==> src/sv/sida_pkg.sv <==
// Package for the signed integer to decimal ASCII converter.
// Shared widths, character codes, the queue item type and reciprocal constants.
// No dependencies.
package sida_pkg;

  localparam int VALUE_W     = 32;
  localparam int CHAR_W      = 7;
  localparam int DIGIT_W     = 4;
  localparam int MAX_DIGITS  = 10;
  localparam int CNT_W       = 4;
  localparam int QUEUE_DEPTH = 2;

  localparam logic [CHAR_W-1:0] ASCII_ZERO  = 7'd48;
  localparam logic [CHAR_W-1:0] ASCII_NINE  = 7'd57;
  localparam logic [CHAR_W-1:0] ASCII_MINUS = 7'd45;

  // floor(x / 10) == (x * 0xCCCCCCCD) >> 35 for every 32-bit x
  localparam logic [VALUE_W-1:0] RECIP10     = 32'hCCCC_CCCD;
  localparam int                 RECIP_SHIFT = 35;

  typedef struct packed {
    logic               neg;
    logic [VALUE_W-1:0] mag;
  } item_t;

endpackage

==> src/sv/sida_fifo.sv <==
// Short queue between the front and back ends.
// Holds item_t entries from sida_pkg; register file with a combinational read.
module sida_fifo
  import sida_pkg::*;
#(
  parameter int DEPTH = QUEUE_DEPTH
) (
  input  logic  clk,
  input  logic  rst,
  input  logic  push,
  output logic  push_ready,
  input  item_t push_item,
  output logic  pop_valid,
  input  logic  pop,
  output item_t pop_item
);

  localparam int IDX_W = (DEPTH > 1) ? $clog2(DEPTH) : 1;
  localparam int CNT_W = $clog2(DEPTH + 1);

  item_t            mem [DEPTH];
  logic [IDX_W-1:0] wr_ptr;
  logic [IDX_W-1:0] rd_ptr;
  logic [CNT_W-1:0] count;
  logic             do_push;
  logic             do_pop;

  assign push_ready = (count != CNT_W'(DEPTH));
  assign pop_valid  = (count != '0);
  assign do_push    = push && push_ready;
  assign do_pop     = pop && pop_valid;
  assign pop_item   = mem[rd_ptr];

  always_ff @(posedge clk) begin
    if (rst) begin
      wr_ptr <= '0;
      rd_ptr <= '0;
      count  <= '0;
    end else begin
      if (do_push) begin
        wr_ptr <= (wr_ptr == IDX_W'(DEPTH - 1)) ? '0 : wr_ptr + IDX_W'(1);
      end
      if (do_pop) begin
        rd_ptr <= (rd_ptr == IDX_W'(DEPTH - 1)) ? '0 : rd_ptr + IDX_W'(1);
      end
      if (do_push && !do_pop) begin
        count <= count + CNT_W'(1);
      end else if (do_pop && !do_push) begin
        count <= count - CNT_W'(1);
      end
    end
  end

  always_ff @(posedge clk) begin
    if (do_push) begin
      mem[wr_ptr] <= push_item;
    end
  end

  a_count_bound: assert property (@(posedge clk) disable iff (rst)
    count <= CNT_W'(DEPTH))
    else $error("queue count beyond depth");

endmodule

==> config.mk <==
export PLATFORM = sky130hd
export DESIGN_NAME = sida_fifo
export DESIGN_NICKNAME = d
export VERILOG_FILES = /design/src/sv/sida_pkg.sv /design/src/sv/sida_fifo.sv
export SDC_FILE = /design/constraint.sdc
export NUM_CORES = 1
export LEC_CHECK = 0
export ABC_AREA = 0
export ABC_CLOCK_PERIOD_IN_PS = 2200
export BUFFER_PORTS_ARGS = -buffer_cell sky130_fd_sc_hd__buf_2
export CORE_ASPECT_RATIO = 0.6
export CORE_UTILIZATION = 40
export CTS_CLUSTER_DIAMETER = 60
export DETAILED_ROUTE_END_ITERATION = 6
export SYNTH_ARGS = -nofsm -noshare
export SYNTH_HDL_FRONTEND = slang
export SYNTH_SLANG_ARGS = --single-unit
==> constraint.sdc <==
create_clock -name clk -period 2.2 [get_ports clk]
set_input_delay 0.44 -clock clk [delete_from_list [all_inputs] [get_ports clk]]
set_output_delay 0.44 -clock clk [all_outputs]
set_load 0.05 [all_outputs]
Word-level counts from Yosys, hierarchy flattened
Memories as Yosys holds them, arrays and structs flattened. A register that Yosys moved wholly into a read port is not among the register bits.
Cells that the tools add are included.
{"block": "totals", "out_inout_bits": 35, "mem_count": 1, "regBits": 4, "latch_bits": 0, "wordCells": 25, "ram_bits": 66, "rom_bits": 0}
{"block": "op_classes", "muxes": 8, "n_reduce_logical": 8, "shift": 0, "div_mod_pow": 0, "n_mul": 0, "bitwise": 0, "eq_ne": 1, "add_sub_neg": 4, "n_lt_le_gt_ge": 0}
{"name": "mem", "words": 2, "width": 33, "read_ports": 1, "rd_ports_with_merged_regs": 1, "wr": 1, "line_no": "sida_fifo.sv:21", "text": "item_t mem [DEPTH];"}
{"op": "1-bit 2-to-1 mux", "n": 6}
{"op": "1-bit logical AND", "n": 4}
{"op": "2-bit 2-to-1 mux", "n": 2}
{"op": "2-bit nonzero test", "n": 2}
{"op": "1-bit adder (second input constant)", "n": 2}
{"op": "2-bit by 1-bit adder with 2-bit output (second input constant)", "n": 1}
{"op": "1-bit zero test", "n": 2}
{"op": "2-bit inequality test (second input constant)", "n": 1}
{"op": "2-bit by 1-bit subtractor with 2-bit output (second input constant)", "n": 1}

Logic depth before layout (Yosys ltp)
{"block": "logic_depth", "depth_word": 6, "mapped_depth": 6, "depth_no_buf": 6}

Least setup slack after synthesis
No wires, ideal clock.
{"block": "synth_timing", "kind": "register -> register", "start": "reg count[0]", "end": "mem mem[1][0] (netlist name), enable pin", "t_arrival_ps": 1835, "path_stages_with_launch": 3, "required_time_ps": 1807, "path_slack_ps": -28, "setup_ps": 393, "cell_sequence": "dfxtp_1 -> nand2b_1 -> and3_1"}
{"block": "synth_via", "elab_chain_len": 4}
{"item": "from (decl)", "line_no": "sida_fifo.sv:24", "text": "logic [CNT_W-1:0] count;"}
{"item": "from (signal assigned)", "line_no": "sida_fifo.sv:47", "text": "count <= count + CNT_W'(1);"}
{"item": "from (signal assigned)", "line_no": "sida_fifo.sv:49", "text": "count <= count - CNT_W'(1);"}
{"item": "2-bit inequality test", "line_no": "sida_fifo.sv:28", "text": "assign push_ready = (count != CNT_W'(DEPTH));"}
{"item": "via push_ready", "line_no": "sida_fifo.sv:11", "text": "output logic push_ready,"}
{"item": "1-bit logical AND", "line_no": "sida_fifo.sv:30", "text": "assign do_push = push && push_ready;"}
{"item": "1-bit 2-to-1 mux", "line_no": "sida_fifo.sv:55", "text": "if (do_push) begin"}
{"item": "1-bit 2-to-1 mux (implied by the code)", "line_no": "sida_fifo.sv:56", "text": "mem[wr_ptr] <= push_item;"}
{"item": "to (decl)", "line_no": "sida_fifo.sv:21"}
The timed path passes the listed nets, and every way through them passes these cells.

==> results.cfg <==
[routing]
dr.pass1.iters = 4
wl_per_cell_um = 15.3
routed-via-count = 1397
drt_iter0_drc = 42
route.detailed.drc = 0
antenna_left = 0
routed_via_density = 4.66
drt-total-wl_um = 4600

[critical_path]
cpPeakStageDelay_ps = 390
cp_max_fo = 18
path_cells = buf_4 > mux2_2 > buf_2
cp-end-kind = output port
arrival_ps = 1580
critPathLaunchType = register
crit_slowest_cell = mux2_2
crit_buf_inv = 2
worstSetupPathType = reg -> out
worstPathRequired_ps = 1760
crit_family = buffers and inverters

[logic_synthesis]
synth_ff_type = edfxtp_1
ys_ff_latch = 71
avgSynthCellArea_um2 = 20.4
syn_inst = 127
synth_edf_count = 66
syn_nets = 165
syn_area_um2 = 2600
async_flop_share = 0
synth_top_area_cell = edfxtp_1
post-synth-top-count-cell = edfxtp_1
synth_common_cells = edfxtp_1, mux2_2, dfxtp_1, buf_2
yosysWarnings = 0
synth_cell_types = 17
ys_seq_area_frac = 0.802
synth_top_area_share = 0.763
synth_area_leaders = edfxtp_1, mux2_2, dfxtp_1, xor2_1, buf_2

[sta]
setup_violations = 0
slew_headroom = 0.726
period_share = 0.919
tightest_slew_ps = 412
fin_worst_skew_ps = 5.59
min_period_ps = 2020
hold_ws_ps = 289
report.final.slew_viol_count = 0
final.setup.tns_ps = 0
rsz0062_at_grt = no
fmax_ghz = 0.495
final-hold-violation-count = 0

[global_routing]
grt_overflow = 0
antenna_found_initial = 0
grt_max_degree = 19
grt_first_pass_wirelength_um = 7130
grt_pass1_vias = 1444
track_usage = 0.148

[place]
routabilityCongestion = 0.735
port-buffer-count = 71
dpl.cell_count = 285
hpwl_um = 3330

[clock_tree]
clk_pin_slew_ps = 70
numClockSinks = 71
cts_buffers = 9
cts-htree-levels = 3
cts_tree = built
cts_hold_buf = 0
postCtsResizedCells = 0
clock_latency_ps = 340
cts_setup_buffers = 0
root_buffer = clkbuf_8
cts_buffer_depth = 2

[pwr]
peakVddDrop_v = 0.000540
leakage_nw = 1.25
powerDensity_nw_per_um2 = 1310

[floorplanning]
start_util = 0.419
core_area_um2 = 6190
die_area_um2 = 6830
die_width_um = 106
io_pins = 72
num_rows = 22
die_h_um = 64.4

[layout]
antenna_cells = 0
area_growth_pct = 26.2
nets = 250
nFillCells = 517
drive_gt1_frac = 0.588
stdcell_count = 300

[min_path]
hold_path_class = in -> reg

[outcome]
status = completed

[run]
drv_cap = 0
-- where the power goes --
part	internal, mW	leakage (nW)	total, mW	switching (mW)
Sequential	1.69	0.658	1.75	0.0577
Combinational	0.460	0.496	1.59	1.13
Clock	0.528	0.0958	0.944	0.416
Total	2.68	1.25	4.28	1.60
-- through the flow --
stage                      util  power [mW]  cell area [µm²]  worst slack (ps)
after floorplan               -        3.00             2600              93.4
after global placement    0.499        3.34             3090               558
after detailed placement  0.499        3.38             3090               513
after CTS                 0.529        4.33             3280               140
after global routing      0.529        4.46             3280               107
final                     0.529        4.28             3280               179
-- layer usage --
layer  share of wire  GRT usage
met3           0.088     0.0796
met2            0.46      0.225
met5               0          0
met1            0.45      0.181
met4          0.0026     0.0469
-- layout make-up --
class                   count  area, µm²  share of cell area
clock buffers              15        186              0.0569
inverters                   1       3.75             0.00115
multi-input cells          51        492               0.150
flip-flops and latches     71       2080               0.635
well taps                  84        105              0.0321
repair buffers             78        408               0.124
-- path summary, 6_finish.rpt --
check / to / start / depth (start not counted) / slack [ps]
max reg2reg: mem[1][8] / count[0] / 3 / 530
min: mem[0][21] / push_item[21] / 1 / 290
min reg2reg: rd_ptr / rd_ptr / 2 / 540
max: pop_item[15] / register / 3 / 180
-- cell usage in the layout, fill, tap and decap left out, types with 2 or more instances in the layout --
master,Yosys,layout
a21oi_1,2,2
buf_2,4,71
buf_4,0,7
clkbuf_1,0,2
clkbuf_8,0,13
dfxtp_1,5,5
edfxtp_1,66,66
mux2_2,33,33
nor2_1,3,3
o21ai_0,2,2
xor2_1,3,3
-- kinds of logic after synthesis --
| logic type | Yosys count | share of synthesized area |
|---|---|---|
| simple gates | 9 | 0.0193 |
| xor+xnor | 3 | 0.0101 |
| flops | 71 | 0.802 |
| fa+ha+maj | 1 | 0.00482 |
| mux | 33 | 0.143 |
| compound gates | 5 | 0.0116 |
| buf+inv | 5 | 0.00916 |
-- sequential cells by signal (all words and copies together) (netlist names), named ones only --
signal  cells
count       2
mem        66
rd_ptr      1
wr_ptr      1
-- worst reg2reg max path: stages, from the launching register on --
cell and delay (ps):
dfxtp_1 400, nand2b_1 190, and3_2 470, buf_4 290
(Power assumes the default switching activity.)
