--- src/sv/sida_pkg.sv ---
// Package for the signed integer to decimal ASCII converter.
// Shared widths, character codes, the queue item type and reciprocal constants.
// No dependencies.
package sida_pkg;

  localparam int VALUE_W     = 32;
  localparam int CHAR_W      = 7;
  localparam int DIGIT_W     = 4;
  localparam int MAX_DIGITS  = 10;
  localparam int CNT_W       = 4;
  localparam int QUEUE_DEPTH = 2;

  localparam logic [CHAR_W-1:0] ASCII_ZERO  = 7'd48;
  localparam logic [CHAR_W-1:0] ASCII_NINE  = 7'd57;
  localparam logic [CHAR_W-1:0] ASCII_MINUS = 7'd45;

  // floor(x / 10) == (x * 0xCCCCCCCD) >> 35 for every 32-bit x
  localparam logic [VALUE_W-1:0] RECIP10     = 32'hCCCC_CCCD;
  localparam int                 RECIP_SHIFT = 35;

  typedef struct packed {
    logic               neg;
    logic [VALUE_W-1:0] mag;
  } item_t;

endpackage

--- src/sv/sida_front.sv ---
// Front end: accepts input words, splits off the sign and forms the
// unsigned magnitude, then hands the item to the queue. Uses sida_pkg.
module sida_front
  import sida_pkg::*;
(
  input  logic               clk,
  input  logic               rst,
  input  logic               s_tvalid,
  output logic               s_tready,
  input  logic [VALUE_W-1:0] s_tdata,   // [31:0] value
  output logic               push,
  input  logic               push_ready,
  output item_t              push_item
);

  logic  f_valid;
  item_t f_item;
  logic  accept;

  assign s_tready  = !f_valid || push_ready;
  assign accept    = s_tvalid && s_tready;
  assign push      = f_valid;
  assign push_item = f_item;

  always_ff @(posedge clk) begin
    if (rst) begin
      f_valid <= 1'b0;
    end else if (accept) begin
      f_valid <= 1'b1;
    end else if (push_ready) begin
      f_valid <= 1'b0;
    end
  end

  always_ff @(posedge clk) begin
    if (accept) begin
      f_item.neg <= s_tdata[VALUE_W-1];
      // two's complement negate; the most negative value stays 2^31 unsigned
      f_item.mag <= s_tdata[VALUE_W-1] ? (~s_tdata + VALUE_W'(1)) : s_tdata;
    end
  end

endmodule

--- config.mk ---
export PLATFORM = sky130hd
export DESIGN_NAME = sida_front
export DESIGN_NICKNAME = d
export VERILOG_FILES = /design/src/sv/sida_pkg.sv /design/src/sv/sida_front.sv
export SDC_FILE = /design/constraint.sdc
export NUM_CORES = 1
export LEC_CHECK = 0
export ABC_AREA = 0
export BUFFER_PORTS_ARGS = -buffer_cell sky130_fd_sc_hd__buf_2
export CORE_MARGIN = 2
export CORE_UTILIZATION = 29
export CTS_CLUSTER_SIZE = 40
export DETAILED_ROUTE_END_ITERATION = 10
export GPL_ROUTABILITY_DRIVEN = 0
export RECOVER_POWER = 25
export SYNTH_ARGS = -nofsm -noshare
export SYNTH_HDL_FRONTEND = slang
export SYNTH_SLANG_ARGS = --single-unit
--- constraint.sdc ---
create_clock -name clk -period 2.62 [get_ports clk]
set_clock_uncertainty 0.2 [all_clocks]
set_input_delay 0.524 -clock clk [delete_from_list [all_inputs] [get_ports clk]]
set_output_delay 0.524 -clock clk [all_outputs]
set_load 0.02 [all_outputs]
Word-level counts from Yosys, hierarchy flattened
Cells that the tools add are included.

$add $sub $neg: 1. Muxes and demuxes: 3. Reductions and logical operators: 4. Bitwise logic cells: 1.

Operators by type and width (number): 32-bit by 1-bit adder with 32-bit output, second input constant (1); 32-bit inverter (1); 31-bit two-way mux (1); 1-bit two-way mux (2); 2-bit nonzero test (1); 1-bit logical AND (1); 1-bit zero test (1); 1-bit logical OR (1).

Input bits: 36. Flip-flop bits (word level): 34. Word-level logic and storage cells: 13.

Longest topological paths before layout
Gate-level depths: netlist (run 1).

Depth in word-level cells: 4. Gate-level depth with buffers: 6. Depth with buffers taken out: 6.

Worst setup path after synthesis (run 1)
No wires, ideal clock.

Path type: input port to flip-flop. Start point: input port s_tdata[9]. End point: register f_item (netlist bit push_item[23]), data pin. Path slack: 0.129 ns. Buffers on the path: 1. Required time: 2.158 ns. Library setup time: 0.262 ns. Arrival: 2.029 ns. Stages: 5. Path through: or4_1 -> or4_4 -> buf_6 -> o31ai_1 -> xnor2_1.

Cells in the longest elaborated chain, start to end: 3.

Ends and longest elaborated chain: start: declaration (line sida_front.sv:10) `input logic [VALUE_W-1:0] s_tdata,`; 32-bit inverter (line sida_front.sv:39) `f_item.mag <= s_tdata[VALUE_W-1] ? (~s_tdata + VALUE_W'(1)) : s_tdata;`; 32-bit by 1-bit adder with 32-bit output (line sida_front.sv:39); 31-bit two-way mux (line sida_front.sv:39); end: declaration (line sida_front.sv:17) `item_t f_item;`.

No other way between the ends. A chain may end at the register's enable or synchronous reset.

Worst setup path in the final report (run 1)
Same ends and word-level chain as after synthesis.

==> results of run 1 <==
[kinds of logic after synthesis]
group	synth area share
simple gates	0.154
flops	0.557
xor+xnor	0.140
compound gates	0.115
buf+inv	0.0207
fa+ha+maj	0.0138
[stage by stage]
stage               utilization  hold slack, ns  worst slack (ns)  TNS, ns
finish                    0.405           0.186             0.245        0
global route              0.405           0.171             0.164        0
CTS                       0.410           0.179             0.257        0
detailed placement        0.395           0.298           -0.0467   -0.236
global placement          0.395           0.287           -0.0277   -0.156
floorplan                     -           0.393             0.129        0
[critical path, stage by stage]
cell     delay, ns
buf_2         0.10
or4_1         0.59
or4_4         0.61
o31ai_1       0.29
xnor2_1       0.10
[Yosys cell counts]
library cell | instances | area (µm²)
a31oi_1 | 5 | 31.3
o21ai_0 | 8 | 40.0
o41ai_4 | 1 | 27.5
nand4_1 | 1 | 6.26
o41ai_2 | 1 | 16.3
ha_1 | 2 | 25.0
nor4_1 | 7 | 43.8
dfxtp_1 | 1 | 20.0
and2_1 | 2 | 12.5
xnor2_1 | 24 | 210
buf_6 | 1 | 11.3
clkbuf_1 | 3 | 11.3
and3_1 | 1 | 6.26
nand2_1 | 9 | 33.8
nand2b_1 | 4 | 25.0
edfxtp_1 | 33 | 991
or3_1 | 3 | 18.8
or4b_2 | 1 | 10.0
xor2_1 | 5 | 43.8
or4_4 | 2 | 22.5
nor3_1 | 6 | 30.0
or2_2 | 2 | 12.5
or4_1 | 2 | 15.0
and4b_1 | 1 | 10.0
inv_1 | 4 | 15.0
a21oi_1 | 1 | 5.00
nand3_1 | 1 | 5.00
o41ai_1 | 5 | 43.8
nor2_1 | 5 | 18.8
nand4b_1 | 1 | 8.76
o31ai_1 | 6 | 45.0
[placed cells by master (no fill, tap or decap), drive strengths merged, types with 3 or more instances in the layout]
cell type / count
nand2b: 4
buf: 65
o41ai: 7
or4: 4
xor2: 5
a31oi: 5
nor4: 7
inv: 4
nor3: 6
o31ai: 6
o21ai: 8
nand2: 9
or3: 3
clkbuf: 29
edfxtp: 33
nor2: 5
xnor2: 24
[final cells by class]
class                      instances  share of cell area
multi-input combinational        106               0.316
inverter                           4             0.00619
tap                               75              0.0387
timing repair buffer              87               0.185
sequential                        34               0.417
clock buffer                       7              0.0356
clock inverter                     1             0.00206
[where the power goes]
| part | leakage, µW | switching, µW | internal [µW] |
|---|---|---|---|
| Combinational | 0.000524 | 157 | 97.3 |
| Sequential | 0.000328 | 10.6 | 652 |
| Clock | 0.0000482 | 197 | 212 |
| Total | 0.000900 | 365 | 962 |
[worst paths after layout]
path              slack (ns)            end  cells past startpoint
setup / recovery        0.24  push_item[23]                      5
hold / removal          0.19           push                      2
setup reg to reg        1.15  push_item[31]                      3
hold reg to reg         0.30           push                      2
[state kept, by name, indices dropped and copies added, names as in the netlist]
name	cells
push_item	33
push	1
[metal layers]
layer	global-route usage	part of all wire	vias up
met4	0.0447	0.0092	0
met2	0.208	0.45	56
met5	0	0	-
met3	0.0378	0.070	2
met1	0.184	0.47	687
li1	-	-	745
==> results.toml, run 1 <==
[worst_setup_path]
critPathRequiredTime_ns = 2.46
timing.critical_path.arrival_ns = 2.22
setup.worst_path.end_class = "flip-flop"
critPathMaxFanout = 9
reg2reg_from = "push"
timing.setup.critical_path_class = "input pin to flip-flop"
critical_path.startpoint_type = "input pin"
timing.critical_path.from = "s_tdata[9]"

[finish]
stdcell_area_um2 = 2430
share_of_post_route_cells_with_drive_strength_above_1 = 0.331
diodes = 0
area.sequential_um2 = 1010
fillerInstances = 613
multiInputGateArea_um2 = 767
post_layout_nonfiller_instances = 314
area_growth_syn_to_layout_pct = 33.6
final_nets = 276

[global_routing]
overflow_left_after_global_routing = 0
number_of_global_route_vias_before_repair = 1511
track_usage = 0.135
grt_pass1_wl_um = 7400
maximum_number_of_pins_on_one_net_before_global_route_repair = 34
initial_antenna_violation_count = 0

[synth]
netlist-cell-type-count = 31
syn-cell-area_um2 = 1820
synth_warnings = 0
postSynthCellCount = 148
net_count_synth = 186
post_synth.cell_area_avg_um2 = 12.3
seq_area_frac_synth = 0.557
synth_seq_cells = 34

[sta]
layout_worst_path_cycle_share = 0.907
timing_worst_slew_pin_value_ns = 0.957
rsz_0062_raised_after_global_routing = "false"
finalHoldViolations = 0
clock.fmax_mhz = 421
timing_max_transition_violations_final = 0
setup_viol = 0
layout_min_cycle_time_ns = 2.38
worst_slew_margin_rel = 0.362

[cts]
htree_levels = 2
cts.sink_count = 34
insertion_delay_ns = 0.28
clock_pin_transition_on_the_worst_setup_and_hold_timing_paths_ns = 0.08
clock_tree_from_tritoncts = "yes"
cts_buffer_depth = 2
numCtsBuffers = 5
post_cts_resized = 0
ctsHoldBuffers = 0
postCtsSetupBuffers = 0
cts-root-buf = "clkbuf_8"

[floorplanning]
design.core.area_um2 = 5990
chip_width_um = 83.1
floorplan.rows = 28
dieHeight_um = 83.1
initial_utilization = 0.303
dieArea_um2 = 6910
top_level_ports = 71

[job]
timing.max_cap.violations = 0

[route]
totalWireLength_um = 4570
via_count = 1490
firstDrtPassIters = 4
routed_wire_length_per_instance_um = 14.5
drt-vias-per-instance = 4.75
drt_first_iter_violations = 72
drc = 0
number_of_nets_still_failing_antenna_checks_after_routing = 0

[worst_hold_path]
timing.hold.worst.class = "input pin to flip-flop"
holdCritStartpoint = "rst"

[power_and_ir_drop]
worst_ir_drop_vdd_mv = 0.181
p_per_area_nw_per_um2 = 547
total_power_uw = 1330
power_leakage_uw = 0.000900

[run_status]
status = "completed"

[placed_design]
buffer_ports.inserted = 70
place.detailed.instances = 306
placed_area_um2 = 2360
post-dp-hpwl_um = 3350
Power figures use the tool's default switching activity.
==> run 2, diff against run 1 <==
CELL_PAD_IN_SITES_DETAIL_PLACEMENT = 0   (was unset)
CELL_PAD_IN_SITES_GLOBAL_PLACEMENT = 1   (was unset)
PLACE_DENSITY_LB_ADDON = 0.1   (was unset)
==> run 2 against run 1 <==
Net effect: register-to-register slack worse by 0.31 ns; combinational power about the same; clock power down 12%; via count up 0.34%; sequential share of layout area up 0.46 points; critical path type unchanged; hold slack better by 0.0066 ns; critical endpoint is now push_item[28]; core utilization down 0.44 points; final cell count down 0.96%; sequential power about the same.
==> results.toml, run 2 (synthesis results as in run 1) <==
[worst_setup_path]
critical_path.startpoint_type = "input pin"
largest_delay_share_family_worst_path = "simple AND/OR/NAND/NOR gates"
rr_worst_depth = 3
crit_path_top_delay_cell = "o41ai_1"
critPathBufInv = 1
setup.worst_path.end_class = "flip-flop"
cell_count_along_the_critical_path = 5
timing.setup.critical_path_class = "input pin to flip-flop"
timing.critical_path.arrival_ns = 2.32
critPathMaxStageDelay_ns = 0.59
critPathMaxFanout = 4
critPathRequiredTime_ns = 2.43
crit_chain = "buf_2, or4_4, or3_1, o41ai_1, xnor2_1"

[global_routing]
track_usage = 0.135
number_of_global_route_vias_before_repair = 1560
maximum_number_of_pins_on_one_net_before_global_route_repair = 34
overflow_left_after_global_routing = 0
grt_pass1_wl_um = 7490
initial_antenna_violation_count = 0

[cts]
ctsHoldBuffers = 0
htree_levels = 2
post_cts_resized = 0
clock_pin_transition_on_the_worst_setup_and_hold_timing_paths_ns = 0.07
insertion_delay_ns = 0.28
numCtsBuffers = 5
clock_tree_from_tritoncts = "yes"
cts.sink_count = 34
cts-root-buf = "clkbuf_8"
cts_buffer_depth = 2
postCtsSetupBuffers = 0

[sta]
clock.fmax_mhz = 399
worst_slew_margin_rel = 0.153
setup_viol = 0
fin_setup_tns_ns = 0
layout_worst_path_cycle_share = 0.957
layout_min_cycle_time_ns = 2.51
timing_max_transition_violations_final = 0
hold_worst_slack_ns = 0.193
finalHoldViolations = 0
rsz_0062_raised_after_global_routing = "false"
timing_worst_slew_pin_value_ns = 1.27

[power_and_ir_drop]
power.clock.fraction = 0.283
p_int_uw = 931
power.share.switching = 0.270
pwr-share-comb = 0.197
power.sequential.fraction = 0.521
total_power_uw = 1270
p_per_area_nw_per_um2 = 531
worst_ir_drop_vdd_mv = 0.214
power_leakage_uw = 0.000894
power.switching_uw = 343

[finish]
share_of_post_route_cells_with_drive_strength_above_1 = 0.339
final_nets = 273
multiInputGateArea_um2 = 767
largest_register_ff_count = 33
area.sequential_um2 = 1010
stdcell_area_um2 = 2400
fillerInstances = 621
diodes = 0
final_cell_mix = "buf_2 (53), edfxtp_1 (33), xnor2_1 (24), clkbuf_1 (18), buf_4 (13)"
layout.cells.most_common = "buf_2"
area_growth_syn_to_layout_pct = 32.2

[floorplanning]
top_level_ports = 71
design.core.area_um2 = 5990
floorplan.rows = 28
dieHeight_um = 83.1
chip_width_um = 83.1
dieArea_um2 = 6910
initial_utilization = 0.303

[route]
drc = 0
routed_wire_length_per_instance_um = 14.4
drt_first_iter_violations = 44
number_of_nets_still_failing_antenna_checks_after_routing = 0
drt-vias-per-instance = 4.81
totalWireLength_um = 4480
firstDrtPassIters = 5
via_count = 1495

[worst_hold_path]
hold_path_depth = 2
timing.hold.worst.class = "input pin to flip-flop"

[job]
timing.max_cap.violations = 0

[placed_design]
buffer_ports.inserted = 70
post-dp-hpwl_um = 3520
placed_area_um2 = 2340

[run_status]
status = "completed"
-- run 2: changes by cell type in the layout (fill, tap and decap cells not counted) --
| cell | before | now |
|---|---|---|
| clkinv_1 | 0 | 1 |
| and2_0 | 0 | 1 |
| clkbuf_8 | 6 | 5 |
| buf_2 | 49 | 53 |
| clkbuf_2 | 0 | 1 |
| buf_4 | 16 | 13 |
| clkbuf_1 | 23 | 18 |
| and2_1 | 2 | 1 |
-- run 2: final timing paths --
check	from	endpoint	slack [ns]
setup / recovery	s_tdata[5]	push_item[28]	0.11
setup reg to reg	push	push_item[24]	0.84
hold reg to reg	push	push	0.31
hold / removal	rst	push	0.19
-- run 2: area by class of cell --
type | instances | area share
clock buffer | 6 | 0.0302
clock inverter | 2 | 0.00365
multi-input combinational | 106 | 0.320
inverter | 4 | 0.00626
timing repair buffer | 84 | 0.180
sequential | 34 | 0.421
tap | 75 | 0.0391
-- run 2: power groups by stage --
stage	combinational, µW	clock, µW	sequential (µW)
2_1_floorplan	86.1	0	731
3_3_place_gp	256	0	673
3_5_place_dp	259	0	675
4_1_cts	261	377	663
5_1_grt	275	404	668
6_report	251	360	664
-- run 2: layer usage --
layer  routed length [µm]  track usage  part of all wire
met2                 2360        0.243              0.53
met5                    0            0                 0
met4                   22       0.0358            0.0049
met1                 1870        0.157              0.42
met3                  222       0.0368             0.050
-- run 2: stage by stage --
| stage | util | worst slack (ns) | cells |
|---|---|---|---|
| after floorplan | - | 0.129 | 148 |
| after global placement | 0.391 | -0.132 | 303 |
| after detailed placement | 0.391 | -0.150 | 303 |
| after CTS | 0.405 | 0.141 | 311 |
| after global routing | 0.401 | 0.0807 | 311 |
| final | 0.401 | 0.112 | 311 |
